**src/rtl/notm_pkg.sv**
```systemverilog
package notm_pkg;

    localparam int CNT_W = 16;
    localparam int IDX_W = 16;
    localparam int SUM_W = 62;
    localparam logic [SUM_W-1:0] SUM_MAX = {SUM_W{1'b1}};
    localparam logic [CNT_W-1:0] CNT_MAX = {CNT_W{1'b1}};

    localparam int TLEN_W  = 5;
    localparam int TBITS_W = 16;
    localparam int BLEN_W  = 17;
    localparam int NBLK_W  = 17;

    localparam int APB_DATA_W = 32;
    localparam int APB_ADDR_W = 4;
    localparam int REG_SEL_W  = 2;

    localparam logic [REG_SEL_W-1:0] REG_TEMPLATE_LEN  = 2'd0;
    localparam logic [REG_SEL_W-1:0] REG_TEMPLATE_BITS = 2'd1;
    localparam logic [REG_SEL_W-1:0] REG_BLOCK_LEN     = 2'd2;
    localparam logic [REG_SEL_W-1:0] REG_NUM_BLOCKS    = 2'd3;

    localparam logic [TLEN_W-1:0]  TLEN_RST  = 5'd9;
    localparam logic [TBITS_W-1:0] TBITS_RST = 16'd1;
    localparam logic [BLEN_W-1:0]  BLEN_RST  = 17'd1024;
    localparam logic [NBLK_W-1:0]  NBLK_RST  = 17'd8;

    // one finished block travelling down the deviation pipe
    typedef struct packed {
        logic [IDX_W-1:0] block_index;
        logic [CNT_W-1:0] match_count;
        logic             last_block;
    } t_blk_rec;

endpackage

```
**src/rtl/nonoverlap_template_match_counter_top.sv**
```systemverilog
// Non-overlapping template match counter.
// Input channel: one sequence bit per word on i_bit_req, handshake i_valid / o_stall.
// Output channel: one word per finished block (index, match count, running
// squared-deviation sum with FRAC_BITS fraction bits, last-block flag),
// handshake o_valid / i_stall.
// Configuration over the APB-style port: template length, template pattern,
// block length and number of blocks; write only while no block result is pending.
// Throughput: one bit per cycle while o_stall is low. The matcher updates the window, fill,
// offset and count together on each accepted bit; block results run down a four-stage
// deviation pipe (magnitude, partial products, square with rounding, saturating accumulate).
// The block record of a closing bit waits in the matcher's block register and then passes
// the four pipe stages in order before o_valid rises.
// Bits after the last block are taken and dropped.
// Reset clears all block state and the deviation sum and loads register defaults.
// When the receiver stalls, the result holds and the pipe fills; o_stall rises
// only when the matcher's block register is still occupied.
module nonoverlap_template_match_counter_top #(
    parameter int MAX_TEMPLATE_BITS = 16,
    parameter int BLOCK_LEN_BITS    = 16,
    parameter int BLOCK_NUM_BITS    = 16,
    parameter int FRAC_BITS         = 16
) (
    input  logic                            i_clk,
    input  logic                            i_rst_n,
    input  logic                            psel,
    input  logic                            penable,
    input  logic                            pwrite,
    input  logic [notm_pkg::APB_ADDR_W-1:0] paddr,
    input  logic [notm_pkg::APB_DATA_W-1:0] pwdata,
    output logic [notm_pkg::APB_DATA_W-1:0] prdata,
    output logic                            pready,
    input  logic                            i_valid,
    input  logic                            i_bit_req,
    output logic                            o_stall,
    output logic                            o_valid,
    input  logic                            i_stall,
    output logic [notm_pkg::IDX_W-1:0]      o_block_index,
    output logic [notm_pkg::CNT_W-1:0]      o_match_count,
    output logic [notm_pkg::SUM_W-1:0]      o_sq_dev_sum,
    output logic                            o_last_block
);

    localparam int M_W = $clog2(MAX_TEMPLATE_BITS + 1);

    logic [M_W-1:0]                 eff_m;
    logic [notm_pkg::TBITS_W-1:0]   tmpl;
    logic [BLOCK_LEN_BITS:0]        eff_len;
    logic [BLOCK_NUM_BITS:0]        eff_nblk;
    logic                           rec_valid;
    logic                           rec_ready;
    notm_pkg::t_blk_rec             rec;

    notm_cfg #(
        .MAX_TEMPLATE_BITS (MAX_TEMPLATE_BITS),
        .BLOCK_LEN_BITS    (BLOCK_LEN_BITS),
        .BLOCK_NUM_BITS    (BLOCK_NUM_BITS)
    ) u_cfg (
        .i_clk      (i_clk),
        .i_rst_n    (i_rst_n),
        .psel       (psel),
        .penable    (penable),
        .pwrite     (pwrite),
        .paddr      (paddr),
        .pwdata     (pwdata),
        .prdata     (prdata),
        .pready     (pready),
        .o_m        (eff_m),
        .o_template (tmpl),
        .o_len      (eff_len),
        .o_nblk     (eff_nblk)
    );

    notm_match #(
        .MAX_TEMPLATE_BITS (MAX_TEMPLATE_BITS),
        .BLOCK_LEN_BITS    (BLOCK_LEN_BITS),
        .BLOCK_NUM_BITS    (BLOCK_NUM_BITS)
    ) u_match (
        .i_clk       (i_clk),
        .i_rst_n     (i_rst_n),
        .i_m         (eff_m),
        .i_template  (tmpl),
        .i_len       (eff_len),
        .i_nblk      (eff_nblk),
        .i_valid     (i_valid),
        .i_bit_req   (i_bit_req),
        .o_stall     (o_stall),
        .o_rec_valid (rec_valid),
        .o_rec       (rec),
        .i_rec_ready (rec_ready)
    );

    notm_dev #(
        .MAX_TEMPLATE_BITS (MAX_TEMPLATE_BITS),
        .BLOCK_LEN_BITS    (BLOCK_LEN_BITS),
        .FRAC_BITS         (FRAC_BITS)
    ) u_dev (
        .i_clk         (i_clk),
        .i_rst_n       (i_rst_n),
        .i_m           (eff_m),
        .i_len         (eff_len),
        .i_rec_valid   (rec_valid),
        .i_rec         (rec),
        .o_rec_ready   (rec_ready),
        .o_valid       (o_valid),
        .i_stall       (i_stall),
        .o_block_index (o_block_index),
        .o_match_count (o_match_count),
        .o_sq_dev_sum  (o_sq_dev_sum),
        .o_last_block  (o_last_block)
    );

endmodule

```
**src/rtl/notm_cfg.sv**
```systemverilog
module notm_cfg #(
    parameter int MAX_TEMPLATE_BITS = 16,
    parameter int BLOCK_LEN_BITS    = 16,
    parameter int BLOCK_NUM_BITS    = 16
) (
    input  logic                                     i_clk,
    input  logic                                     i_rst_n,
    input  logic                                     psel,
    input  logic                                     penable,
    input  logic                                     pwrite,
    input  logic [notm_pkg::APB_ADDR_W-1:0]          paddr,
    input  logic [notm_pkg::APB_DATA_W-1:0]          pwdata,
    output logic [notm_pkg::APB_DATA_W-1:0]          prdata,
    output logic                                     pready,
    output logic [$clog2(MAX_TEMPLATE_BITS+1)-1:0]   o_m,
    output logic [notm_pkg::TBITS_W-1:0]             o_template,
    output logic [BLOCK_LEN_BITS:0]                  o_len,
    output logic [BLOCK_NUM_BITS:0]                  o_nblk
);

    localparam int M_W    = $clog2(MAX_TEMPLATE_BITS + 1);
    localparam int LEN_W  = BLOCK_LEN_BITS + 1;
    localparam int NB_W   = BLOCK_NUM_BITS + 1;
    localparam int CL_W   = (LEN_W > notm_pkg::BLEN_W) ? LEN_W : notm_pkg::BLEN_W;
    localparam int CN_W   = (NB_W > notm_pkg::NBLK_W) ? NB_W : notm_pkg::NBLK_W;

    logic [notm_pkg::TLEN_W-1:0]    r_tlen;
    logic [notm_pkg::TBITS_W-1:0]   r_tbits;
    logic [notm_pkg::BLEN_W-1:0]    r_blen;
    logic [notm_pkg::NBLK_W-1:0]    r_nblk;
    logic                           wr_en;
    logic [notm_pkg::REG_SEL_W-1:0] reg_sel;
    logic [CL_W-1:0]                len_ext;
    logic [CN_W-1:0]                nblk_ext;

    assign pready  = 1'b1;
    assign wr_en   = psel && penable && pwrite;
    assign reg_sel = paddr[notm_pkg::REG_SEL_W+1:2];

    always_ff @(posedge i_clk) begin
        if (!i_rst_n) begin
            r_tlen  <= notm_pkg::TLEN_RST;
            r_tbits <= notm_pkg::TBITS_RST;
            r_blen  <= notm_pkg::BLEN_RST;
            r_nblk  <= notm_pkg::NBLK_RST;
        end else if (wr_en) begin
            unique case (reg_sel)
                notm_pkg::REG_TEMPLATE_LEN:  r_tlen  <= pwdata[notm_pkg::TLEN_W-1:0];
                notm_pkg::REG_TEMPLATE_BITS: r_tbits <= pwdata[notm_pkg::TBITS_W-1:0];
                notm_pkg::REG_BLOCK_LEN:     r_blen  <= pwdata[notm_pkg::BLEN_W-1:0];
                notm_pkg::REG_NUM_BLOCKS:    r_nblk  <= pwdata[notm_pkg::NBLK_W-1:0];
                default: ;
            endcase
        end
    end

    always_comb begin
        unique case (reg_sel)
            notm_pkg::REG_TEMPLATE_LEN:  prdata = notm_pkg::APB_DATA_W'(r_tlen);
            notm_pkg::REG_TEMPLATE_BITS: prdata = notm_pkg::APB_DATA_W'(r_tbits);
            notm_pkg::REG_BLOCK_LEN:     prdata = notm_pkg::APB_DATA_W'(r_blen);
            notm_pkg::REG_NUM_BLOCKS:    prdata = notm_pkg::APB_DATA_W'(r_nblk);
            default:                     prdata = '0;
        endcase
    end

    // clamp registers to the supported ranges
    always_comb begin
        if (r_tlen < notm_pkg::TLEN_W'(2)) begin
            o_m = M_W'(2);
        end else if (32'(r_tlen) > 32'(MAX_TEMPLATE_BITS)) begin
            o_m = M_W'(MAX_TEMPLATE_BITS);
        end else begin
            o_m = M_W'(r_tlen);
        end

        len_ext = CL_W'(r_blen);
        if (len_ext < CL_W'(2)) begin
            o_len = LEN_W'(2);
        end else if (len_ext > (CL_W'(1) << BLOCK_LEN_BITS)) begin
            o_len = LEN_W'(1) << BLOCK_LEN_BITS;
        end else begin
            o_len = LEN_W'(len_ext);
        end

        nblk_ext = CN_W'(r_nblk);
        if (nblk_ext < CN_W'(1)) begin
            o_nblk = NB_W'(1);
        end else if (nblk_ext > (CN_W'(1) << BLOCK_NUM_BITS)) begin
            o_nblk = NB_W'(1) << BLOCK_NUM_BITS;
        end else begin
            o_nblk = NB_W'(nblk_ext);
        end
    end

    assign o_template = r_tbits;

endmodule

```
**src/rtl/notm_match.sv**
```systemverilog
module notm_match #(
    parameter int MAX_TEMPLATE_BITS = 16,
    parameter int BLOCK_LEN_BITS    = 16,
    parameter int BLOCK_NUM_BITS    = 16
) (
    input  logic                                   i_clk,
    input  logic                                   i_rst_n,
    input  logic [$clog2(MAX_TEMPLATE_BITS+1)-1:0] i_m,
    input  logic [notm_pkg::TBITS_W-1:0]           i_template,
    input  logic [BLOCK_LEN_BITS:0]                i_len,
    input  logic [BLOCK_NUM_BITS:0]                i_nblk,
    input  logic                                   i_valid,
    input  logic                                   i_bit_req,
    output logic                                   o_stall,
    output logic                                   o_rec_valid,
    output notm_pkg::t_blk_rec                     o_rec,
    input  logic                                   i_rec_ready
);

    localparam int M_W   = $clog2(MAX_TEMPLATE_BITS + 1);
    localparam int LEN_W = BLOCK_LEN_BITS + 1;
    localparam int NB_W  = BLOCK_NUM_BITS + 1;

    logic [MAX_TEMPLATE_BITS-1:0] r_win, n_win;
    logic [M_W-1:0]               r_fill, n_fill;
    logic [LEN_W-1:0]             r_off, n_off;
    logic [NB_W-1:0]              r_blk, n_blk;
    logic [notm_pkg::CNT_W-1:0]   r_cnt, n_cnt;
    logic                         r_rec_v;
    notm_pkg::t_blk_rec           r_rec;

    logic                         accept;
    logic                         done;
    logic                         hit;
    logic                         blk_end;
    logic [MAX_TEMPLATE_BITS-1:0] mask;
    logic [MAX_TEMPLATE_BITS-1:0] tmpl;
    logic [MAX_TEMPLATE_BITS-1:0] win_sh;
    logic [M_W-1:0]               fill_inc;
    logic [notm_pkg::CNT_W-1:0]   cnt_inc;
    logic [LEN_W-1:0]             off_inc;
    logic [NB_W-1:0]              blk_inc;

    assign o_stall = r_rec_v && !i_rec_ready;
    assign accept  = i_valid && !o_stall;
    assign done    = r_blk >= i_nblk;

    always_comb begin
        mask     = ~({MAX_TEMPLATE_BITS{1'b1}} << i_m);
        tmpl     = MAX_TEMPLATE_BITS'(i_template) & mask;
        win_sh   = ((r_win << 1) | MAX_TEMPLATE_BITS'(i_bit_req)) & mask;
        fill_inc = (r_fill < i_m) ? r_fill + M_W'(1) : i_m;
        hit      = (fill_inc == i_m) && (win_sh == tmpl);
        cnt_inc  = (hit && r_cnt != notm_pkg::CNT_MAX) ? r_cnt + notm_pkg::CNT_W'(1) : r_cnt;
        off_inc  = r_off + LEN_W'(1);
        blk_inc  = r_blk + NB_W'(1);
        blk_end  = off_inc >= i_len;

        n_win  = r_win;
        n_fill = r_fill;
        n_off  = r_off;
        n_blk  = r_blk;
        n_cnt  = r_cnt;
        if (accept && !done) begin
            n_cnt = cnt_inc;
            // a match empties the window so matches never overlap
            n_win  = hit ? '0 : win_sh;
            n_fill = hit ? '0 : fill_inc;
            n_off  = off_inc;
            if (blk_end) begin
                n_win  = '0;
                n_fill = '0;
                n_off  = '0;
                n_cnt  = '0;
                n_blk  = blk_inc;
            end
        end
    end

    always_ff @(posedge i_clk) begin
        if (!i_rst_n) begin
            r_win   <= '0;
            r_fill  <= '0;
            r_off   <= '0;
            r_blk   <= '0;
            r_cnt   <= '0;
            r_rec_v <= 1'b0;
        end else begin
            r_win  <= n_win;
            r_fill <= n_fill;
            r_off  <= n_off;
            r_blk  <= n_blk;
            r_cnt  <= n_cnt;
            if (accept && !done && blk_end) begin
                r_rec_v <= 1'b1;
            end else if (i_rec_ready) begin
                r_rec_v <= 1'b0;
            end
        end
    end

    always_ff @(posedge i_clk) begin
        if (accept && !done && blk_end) begin
            r_rec.block_index <= notm_pkg::IDX_W'(r_blk);
            r_rec.match_count <= cnt_inc;
            r_rec.last_block  <= blk_inc >= i_nblk;
        end
    end

    assign o_rec_valid = r_rec_v;
    assign o_rec       = r_rec;

    a_cnt_le_off: assert property (@(posedge i_clk) disable iff (!i_rst_n)
        32'(r_cnt) <= 32'(r_off))
        else $error("match count exceeds bits seen in block");

    a_blk_restart: assert property (@(posedge i_clk) disable iff (!i_rst_n)
        (accept && !done && blk_end) |=> (r_off == '0 && r_cnt == '0 && r_fill == '0))
        else $error("block state not cleared after block end");

endmodule

```
**src/rtl/notm_dev.sv**
```systemverilog
module notm_dev #(
    parameter int MAX_TEMPLATE_BITS = 16,
    parameter int BLOCK_LEN_BITS    = 16,
    parameter int FRAC_BITS         = 16
) (
    input  logic                                   i_clk,
    input  logic                                   i_rst_n,
    input  logic [$clog2(MAX_TEMPLATE_BITS+1)-1:0] i_m,
    input  logic [BLOCK_LEN_BITS:0]                i_len,
    input  logic                                   i_rec_valid,
    input  notm_pkg::t_blk_rec                     i_rec,
    output logic                                   o_rec_ready,
    output logic                                   o_valid,
    input  logic                                   i_stall,
    output logic [notm_pkg::IDX_W-1:0]             o_block_index,
    output logic [notm_pkg::CNT_W-1:0]             o_match_count,
    output logic [notm_pkg::SUM_W-1:0]             o_sq_dev_sum,
    output logic                                   o_last_block
);

    localparam int LEN_W  = BLOCK_LEN_BITS + 1;
    localparam int NUM_W  = LEN_W + 1;
    localparam int SH_W   = NUM_W + FRAC_BITS + 1;
    localparam int MAG_W  = ((BLOCK_LEN_BITS > notm_pkg::CNT_W) ? BLOCK_LEN_BITS
                                                                 : notm_pkg::CNT_W) + FRAC_BITS;
    localparam int LO_W   = MAG_W / 2;
    localparam int HI_W   = MAG_W - LO_W;
    localparam int PROD_W = 2 * MAG_W;
    localparam int RND_W  = PROD_W + 1;
    localparam int TERM_W = RND_W - FRAC_BITS;
    localparam int CMP_W  = (TERM_W > notm_pkg::SUM_W) ? TERM_W : notm_pkg::SUM_W;
    localparam int SUM_W  = notm_pkg::SUM_W;

    logic [MAG_W-1:0]        r_mean;
    logic [NUM_W-1:0]        num;
    logic [SH_W-1:0]         mean_num;

    logic                    r_va, r_vb, r_vc, r_vo;
    logic                    rdy_a, rdy_b, rdy_c, rdy_o;
    notm_pkg::t_blk_rec      r_rec_a, r_rec_b, r_rec_c, r_rec_o;
    logic [MAG_W-1:0]        r_mag;
    logic [2*LO_W-1:0]       r_pp_ll;
    logic [LO_W+HI_W-1:0]    r_pp_lh;
    logic [2*HI_W-1:0]       r_pp_hh;
    logic [SUM_W-1:0]        r_term;
    logic [SUM_W-1:0]        r_acc;

    logic [MAG_W-1:0]        cnt_fx;
    logic [MAG_W-1:0]        mag;
    logic [LO_W-1:0]         mag_lo;
    logic [HI_W-1:0]         mag_hi;
    logic [PROD_W-1:0]       sq;
    logic [RND_W-1:0]        rnd;
    logic [TERM_W-1:0]       term_full;
    logic [CMP_W-1:0]        term_ext;
    logic [SUM_W-1:0]        term_sat;
    logic [SUM_W:0]          acc_sum;

    // mean (M-m+1)/2^m in fixed point, rounded half up; the user must keep config static while running (unchecked)
    always_comb begin
        if ((NUM_W'(i_len) + NUM_W'(1)) > NUM_W'(i_m)) begin
            num = NUM_W'(i_len) + NUM_W'(1) - NUM_W'(i_m);
        end else begin
            num = '0;
        end
        mean_num = (SH_W'(num) << FRAC_BITS) + (SH_W'(1) << (i_m - 1'b1));
    end

    always_ff @(posedge i_clk) begin
        r_mean <= MAG_W'(mean_num >> i_m);
    end

    assign rdy_o       = !r_vo || !i_stall;
    assign rdy_c       = !r_vc || rdy_o;
    assign rdy_b       = !r_vb || rdy_c;
    assign rdy_a       = !r_va || rdy_b;
    assign o_rec_ready = rdy_a;

    always_comb begin
        cnt_fx = MAG_W'(i_rec.match_count) << FRAC_BITS;
        mag    = (cnt_fx >= r_mean) ? cnt_fx - r_mean : r_mean - cnt_fx;
        mag_lo = r_mag[LO_W-1:0];
        mag_hi = r_mag[MAG_W-1:LO_W];

        sq = (PROD_W'(r_pp_hh) << (2 * LO_W))
           + (PROD_W'(r_pp_lh) << (LO_W + 1))
           + PROD_W'(r_pp_ll);
        rnd       = RND_W'(sq) + (RND_W'(1) << (FRAC_BITS - 1));
        term_full = TERM_W'(rnd >> FRAC_BITS);
        term_ext  = CMP_W'(term_full);
        term_sat  = (term_ext > CMP_W'(notm_pkg::SUM_MAX)) ? notm_pkg::SUM_MAX
                                                           : SUM_W'(term_ext);

        acc_sum = {1'b0, r_acc} + {1'b0, r_term};
    end

    always_ff @(posedge i_clk) begin
        if (!i_rst_n) begin
            r_va  <= 1'b0;
            r_vb  <= 1'b0;
            r_vc  <= 1'b0;
            r_vo  <= 1'b0;
            r_acc <= '0;
        end else begin
            if (rdy_a) begin
                r_va <= i_rec_valid;
            end
            if (rdy_b) begin
                r_vb <= r_va;
            end
            if (rdy_c) begin
                r_vc <= r_vb;
            end
            if (rdy_o) begin
                r_vo <= r_vc;
                if (r_vc) begin
                    r_acc <= acc_sum[SUM_W] ? notm_pkg::SUM_MAX : acc_sum[SUM_W-1:0];
                end
            end
        end
    end

    always_ff @(posedge i_clk) begin
        if (rdy_a && i_rec_valid) begin
            r_rec_a <= i_rec;
            r_mag   <= mag;
        end
        // square split into half-width partial products
        if (rdy_b && r_va) begin
            r_rec_b <= r_rec_a;
            r_pp_ll <= (2*LO_W)'(mag_lo) * (2*LO_W)'(mag_lo);
            r_pp_lh <= (LO_W+HI_W)'(mag_lo) * (LO_W+HI_W)'(mag_hi);
            r_pp_hh <= (2*HI_W)'(mag_hi) * (2*HI_W)'(mag_hi);
        end
        if (rdy_c && r_vb) begin
            r_rec_c <= r_rec_b;
            r_term  <= term_sat;
        end
        if (rdy_o && r_vc) begin
            r_rec_o <= r_rec_c;
        end
    end

    assign o_valid       = r_vo;
    assign o_block_index = r_rec_o.block_index;
    assign o_match_count = r_rec_o.match_count;
    assign o_last_block  = r_rec_o.last_block;
    assign o_sq_dev_sum  = r_acc;

    a_acc_mono: assert property (@(posedge i_clk) disable iff (!i_rst_n)
        r_acc >= $past(r_acc))
        else $error("deviation sum decreased");

    a_acc_hold: assert property (@(posedge i_clk) disable iff (!i_rst_n)
        (r_vo && i_stall) |=> $stable(r_acc))
        else $error("deviation sum moved while result held");

    a_out_load: assert property (@(posedge i_clk) disable iff (!i_rst_n)
        (r_vc && rdy_o) |=> o_valid)
        else $error("finished term did not reach the output");

endmodule
```
**config.mk**
```make
export PLATFORM = sky130hd
export DESIGN_NAME = nonoverlap_template_match_counter_top
export DESIGN_NICKNAME = d
export VERILOG_FILES = /design/src/rtl/notm_pkg.sv /design/src/rtl/nonoverlap_template_match_counter_top.sv /design/src/rtl/notm_cfg.sv /design/src/rtl/notm_match.sv /design/src/rtl/notm_dev.sv
export SDC_FILE = /design/constraint.sdc
export NUM_CORES = 2
export LEC_CHECK = 0
export BUFFER_PORTS_ARGS = -buffer_cell sky130_fd_sc_hd__buf_4
export CORE_MARGIN = 5
export CORE_UTILIZATION = 55
export CTS_CLUSTER_DIAMETER = 120
export DETAILED_ROUTE_END_ITERATION = 8
export GPL_ROUTABILITY_DRIVEN = 0
export PLACE_DENSITY = 0.79
export SLEW_MARGIN = 15
export SYNTH_ARGS = -nofsm -noshare
export SYNTH_HDL_FRONTEND = slang
export SYNTH_SLANG_ARGS = --single-unit
```
**constraint.sdc**
```tcl
create_clock -name i_clk -period 7.2 [get_ports i_clk]
set_clock_uncertainty 0.15 [all_clocks]
set_input_delay 0.72 -clock i_clk [delete_from_list [all_inputs] [get_ports i_clk]]
set_output_delay 0.72 -clock i_clk [all_outputs]
set_load 0.005 [all_outputs]
```
==> Yosys cells after proc, flatten, opt, wreduce, memory -nomap -nowiden <==
Index checks and enable logic that the tools add are counted.
W data, S select, Z words.
{ "classes": {"add_sub_neg": 14, "multipliers": 3, "order_cmp": 12, "eq_ne": 6, "shift": 3, "muxes": 20, "n_bitwise": 4, "n_reduce_logical": 32} }
{ "op_table": {"columns": ["op", "n"], "rows": [
  ["$pmux W32 S4", 1],
  ["$mul A16 B16 Y32", 3],
  ["$mux W17", 5],
  ["$add A64 B16 Y65 const B", 1],
  ["$add A64 B32 Y64", 1],
  ["$add A64 B49 Y64", 1],
  ["$sub A32 B32 Y32", 2],
  ["$add A62 B49 Y63", 1],
  ["$mux W62", 1],
  ["$ge A17 B17 Y1", 3],
  ["$add A34 B35 Y35", 1],
  ["$shl A1 B5 Y35 const A", 1],
  ["$shr A35 B5 Y32", 1],
  ["$add A17 B1 Y17 const B", 2],
  ["$gt A17 B17 Y1 const B", 2],
  ["$and A16 B16 Y16", 2],
  ["$ge A32 B32 Y1", 1],
  ["$mux W16", 2],
  ["$mux W32", 1],
  ["$mux W15", 2],
  ["$mux W5", 5],
  ["$add A17 B1 Y18 const B", 1],
  ["$gt A18 B5 Y1", 1],
  ["$mux W18", 1],
  ["other kinds (24)", 52]
]} }
{ "word_totals": {"reg_bits": 566, "in_bits": 44, "out_inout_bits": 130, "elab_cells": 130} }

==> Longest topological paths before layout <==
{ "depth": {"ltp_word": 12, "ltp_mapped": 32, "mapped_depth_nobuf": 29} }

==> Hierarchy <==
Synthesis repeated with hierarchy kept, for this count alone.
{ "hier_totals": {"hier_cells": 5810, "hier_area_um2": 54353.4} }
{ "by_module_without_submodules": {"columns": ["mod", "instances", "cells_each", "area_per_inst_um2"], "rows": [
  ["notm_dev", 1, 4749, 45048.2],
  ["notm_match", 1, 725, 6475.0],
  ["notm_cfg", 1, 336, 2830.2]
]} }

==> Least setup slack after synthesis <==
OpenSTA, ideal clock, no wires.
{ "synth_timing": {"path_kind": "flip-flop to flip-flop", "from": "reg u_dev.r_mag[1]", "to": "reg u_dev.r_pp_ll[31] (data pin)", "setup_time_ns": 0.268, "t_arrival_ns": 6.611, "slack_ns": 0.171, "stages_incl_launch_ff": 25, "cell_sequence": "edfxtp_1 > clkbuf_1 > and2_1 > fa_1 > inv_1 > fa_1 > inv_1 > fa_1 > inv_1 > fa_1 > inv_1 > fa_1 > fa_1 > ha_1 > a21o_1 > a211o_1 > a21oi_1 > o21ai_0 > a41oi_1 > a31oi_1 > a221o_1 > and2_1 > a31o_2 > o41ai_1 > xnor2_1"} }
{ "synth_via": {"elab_chain_len": 1} }
{ "synth_lines": {"columns": ["element", "line", "source"], "rows": [
  ["start, declared", "notm_dev.sv:41", "logic [MAG_W-1:0] r_mag;"],
  ["start signal, assigned", "notm_dev.sv:126", "r_mag <= mag;"],
  ["$mul A16 B16 Y32", "notm_dev.sv:131", "r_pp_ll <= (2*LO_W)'(mag_lo) * (2*LO_W)'(mag_lo);"],
  ["end signal, assigned", "notm_dev.sv:131", null],
  ["end, declared", "notm_dev.sv:42", "logic [2*LO_W-1:0] r_pp_ll;"]
]} }
Every way passes these cells.
A chain may end at the register's enable or synchronous reset.

==> Worst setup path after layout <==
{ "layout_timing": {"from": "reg u_dev.r_mag[7]", "to": "reg u_dev.r_pp_lh[30] (data pin)"} }
{ "layout_via": {"elab_chain_len": 1} }
{ "layout_lines": {"columns": ["element", "line", "source"], "rows": [
  ["$mul A16 B16 Y32", "notm_dev.sv:132", "r_pp_lh <= (LO_W+HI_W)'(mag_lo) * (LO_W+HI_W)'(mag_hi);"],
  ["end signal, assigned", "notm_dev.sv:132", null],
  ["end, declared", "notm_dev.sv:43", "logic [LO_W+HI_W-1:0] r_pp_lh;"]
]} }
Every way passes these cells.

==> out/results.tsv <==
stage	metric	value	unit
yosys	Synth area leader	fa_1	
yosys	FF+latch count, synth	550	
worst_hold_path	source of the worst hold timing path	pwdata[0]	
clock_network	Bufs on Longest Clock Path	3	
worst_setup_path	critical path class	reg2reg	
yosys	synth top area cells	fa_1 20%, edfxtp_1 18%, ha_1 12%, dfxtp_1 8.4%, inv_1 4.9%	
flow_run	Max-cap violations	0	
sta	Final WS setup	0.1783	ns
power	Power Density	157.1	nW/um^2
yosys	top cell type's share of synthesized area	19.82	%
worst_setup_path	CP Max Fanout	12	
clock_network	Worst-Skew Late Latency	0.68	ns
place	DP Cell Count	6944	
routing	DRC Markers	0	
yosys	syn avg cell area	9.465	um^2
place	pre-CTS WS	-0.2564	ns
status	status	finished, final reports clean	
routing	DR vias/cell	5.791	
worst_setup_path	delay-heaviest family, CP	adder cells	
worst_setup_path	CP max-delay cell	fa_1	
worst_setup_path	register-to-register setup slack	0.18	ns
routing	routed via count	40910	
clock_network	CTS tree	yes	
routing	DRT Pass-1 Iters	8	
die	die area	102900	um^2
layout	# fillers	7712	
die	io pins	174	
worst_setup_path	critical path's largest stage delay	0.54	ns
worst_setup_path	crit-path cells	buf_4 > buf_4 > nand2_1 > fa_1 > inv_1 > fa_1 > inv_1 > fa_1 > fa_1 > inv_1 > fa_1 > fa_1 > ha_1 > a21o_1 > a21o_1 > a221oi_2 > o31ai_2 > o211ai_1 > nand3_1 > o211a_1 > o21a_1 > o21a_1 > o41ai_2 > xnor2_1	
routing	Detail Route Antenna Nets	0	
yosys	Synth async-reset ratio	0	%
global_route	total track usage	24.50	%
worst_setup_path	CP Data Arrival Time	7.26	ns
worst_setup_path	Worst setup EP type	flop	
worst_setup_path	CP Launch Point	u_dev.r_mag[7]	
worst_setup_path	critical path required time	7.43	ns
sta	worst-margin pin slew	1.204	ns
die	starting density of the core	55.18	%
global_route	antenna violations before repair	3	
routing	WL per Instance	18.05	um
power	Pleak	0.02639	uW
global_route	global route overflow	0	
yosys	Cell variety after synth	102	
worst_setup_path	reg-to-reg endpoint	u_dev.r_pp_lh[30]	
sta	worst hold slack	0.1389	ns
worst_setup_path	element type at the critical path start	flop	
worst_hold_path	Hold Path End	u_cfg.o_template[0]	
place	Detail Placement HPWL	98580	um
die	row cnt	114	
die	Die Width	320.8	um
clock_network	htree depth	2	
sta	fin crit share	97.52	%
power	Peak VDD IR	0.1971	mV
yosys	sequential area share after synthesis	26.87	%
worst_setup_path	Reg2Reg Launch Point	u_dev.r_mag[7]	
layout	area grow syn2layout	9.569	%
layout	fraction of layout cells with a size suffix above 1	8.536	%
layout	Register Area	14270	um^2
sta	number of hold violations in the final report	0	
clock_network	number of CTS-inserted buffers	57	
sta	Fmax	142.4	MHz
global_route	first-pass GRT wire length	209200	um
yosys	synthesized area	53130	um^2
yosys	Warnings, synthesis	0	
clock_network	Clock Sink Count	550	
layout	final net count	6804	
yosys	dominant cell by count in the synthesized netlist	inv_1	
die	Die H	320.8	um
sta	slew margin rel.	19.42	%
yosys	synthesized instance count	5613	
clock_network	hold_buf cts	0	
worst_setup_path	Most common cell on crit path	fa_1	
global_route	largest net degree at the start of global routing	88	
layout	non-filler cells in the finished layout	7064	
global_route	number of global-route vias before repair	41690	
routing	final WL	127500	um
sta	Slew Limit Fails	0	
clock_network	Root Driver	clkbuf_16	
layout	multi-input logic area	35470	um^2
yosys	top post-synthesis cells by count	687 x inv_1, 615 x nand2_1, 526 x fa_1, 495 x ha_1, 326 x edfxtp_1	
die	CORE AREA	96280	um^2
worst_hold_path	Hold Crit Class	in2reg	
yosys	Post-synth EDFFs	326	
worst_hold_path	Worst Hold Path Cells	3	
sta	clock period minus final worst setup slack	7.022	ns
routing	DRT iter0 DRCs	3203	
yosys	most common flop cell mapped by yosys	edfxtp_1	
place	Buffers on Ports	140	
worst_setup_path	crit path buf inv count	5	
clock_network	clk slew on worst S/H paths	0.07	ns
sta	final setup fails	0	
worst_setup_path	reg2reg path depth	24	
[area by class of cell]
class                   instances  share of cell area [%]
multi-input cells            4144                   60.94
clock inverters                37                  0.7308
inverters                     696                   4.492
clock buffers                  70                   2.655
repair buffers                290                   3.914
diodes                          1                0.004299
flip-flops and latches        550                   24.52
well taps                    1276                   2.743
[logic make-up after synthesis]
logic type	after synthesis	synth area share, %
adders and majority gates	1021	31.48
muxes	58	1.300
DFF	550	26.87
xor gates and xnor gates	345	5.688
buffers and inverters	950	6.879
other	2	0.01414
and+or+nand+nor	1683	15.33
AOI/OAI and AO/OA	1004	12.44
[layer usage]
layer	wire [um]	share of wire, %	GRT usage (%)
met2	62200	49	42.59
met3	7772	6.1	3.045
met4	5649	4.4	9.650
met1	51870	41	31.40
met5	49	0.038	0
[worst min-delay path, stage by stage]
cell and delay (ns):
buf_4 0.11, nand2_1 0.05, nand3_1 0.07
[through the flow]
| stage | total power, uW | TNS (ns) | utilization (%) | area [um^2] |
|---|---|---|---|---|
| global placement | 5985 | -0.1560 | 58.15 | 55990 |
| finish | 9144 | 0 | 60.46 | 58210 |
| CTS | 9109 | 0 | 60.25 | 58010 |
| detailed placement | 6058 | -0.4305 | 58.15 | 55990 |
| global route | 9628 | -0.1378 | 60.46 | 58210 |
| floorplan | 5382 | 0 | - | 53240 |
[flip-flops by register name (all words and copies together), names as in the netlist, 5 cells and up]
signal / flops
u_dev.r_pp_lh: 32
u_cfg.nblk_ext: 17
u_match.r_blk: 17
u_dev.r_mean: 32
u_dev.r_pp_ll: 17
u_dev.r_rec_a: 33
u_match.r_fill: 5
u_match.r_off: 17
u_match.r_cnt: 16
u_dev.r_term: 49
u_dev.r_pp_hh: 31
u_match.o_rec: 33
u_match.r_win: 15
u_dev.o_block_index: 16
u_dev.r_rec_c: 33
u_cfg.r_tlen: 5
u_cfg.len_ext: 17
u_cfg.o_template: 16
u_dev.o_match_count: 16
u_dev.o_sq_dev_sum: 62
u_dev.r_rec_b: 33
u_dev.r_mag: 32
[repair_timing]
action / 4_1_cts / 5_1_grt
gates resized for setup: 3 / 26
pin swaps: 1 / 7
setup endpoints to repair: 5 / 13
buffers inserted: 4 / 8
[worst max path at each step]
| stage | endpoint | slack, ns | cells after the start |
|---|---|---|---|
| global placement | u_dev.r_pp_ll[31] | -0.11 | 24 |
| floorplan | u_dev.r_pp_ll[31] | 0.17 | 24 |
| global route | u_dev.r_pp_lh[30] | -0.07 | 24 |
| finish | u_dev.r_pp_lh[30] | 0.18 | 24 |
| CTS | u_dev.r_pp_ll[31] | 0.03 | 23 |
| detailed placement | u_dev.r_pp_ll[31] | -0.26 | 22 |
[cells in the final DEF (no fill, tap or decap), types with 15 or more instances in the layout]
master	Yosys	final
a211oi_1	28	27
o211ai_1	20	20
a22o_1	19	19
a21oi_1	282	278
nand4_1	51	51
nor2b_1	57	55
mux2i_1	33	33
nor3_1	87	87
mux2_2	18	18
inv_1	687	685
dfxtp_1	224	224
o21ai_0	177	175
and2_1	226	226
and3_1	60	60
nor2_1	302	299
fa_1	526	525
nand2_1	615	615
conb_1	2	33
buf_4	20	278
o21a_1	51	51
or2_2	22	22
o31ai_1	31	30
clkbuf_16	0	57
nor4_1	23	23
nand2b_1	34	34
a21o_1	104	104
nand3_1	113	113
edfxtp_1	326	326
a32o_1	15	15
or3_1	31	31
o21bai_1	17	17
xnor2_1	219	219
a22oi_1	15	15
ha_1	495	495
xor2_1	126	126
a31oi_1	78	77
[power breakdown]
part / internal, uW / switching [uW]
combinational: 1090 / 1490
clock: 1730 / 1320
sequential: 3470 / 45.3
Power figures use the tool's default switching activity.
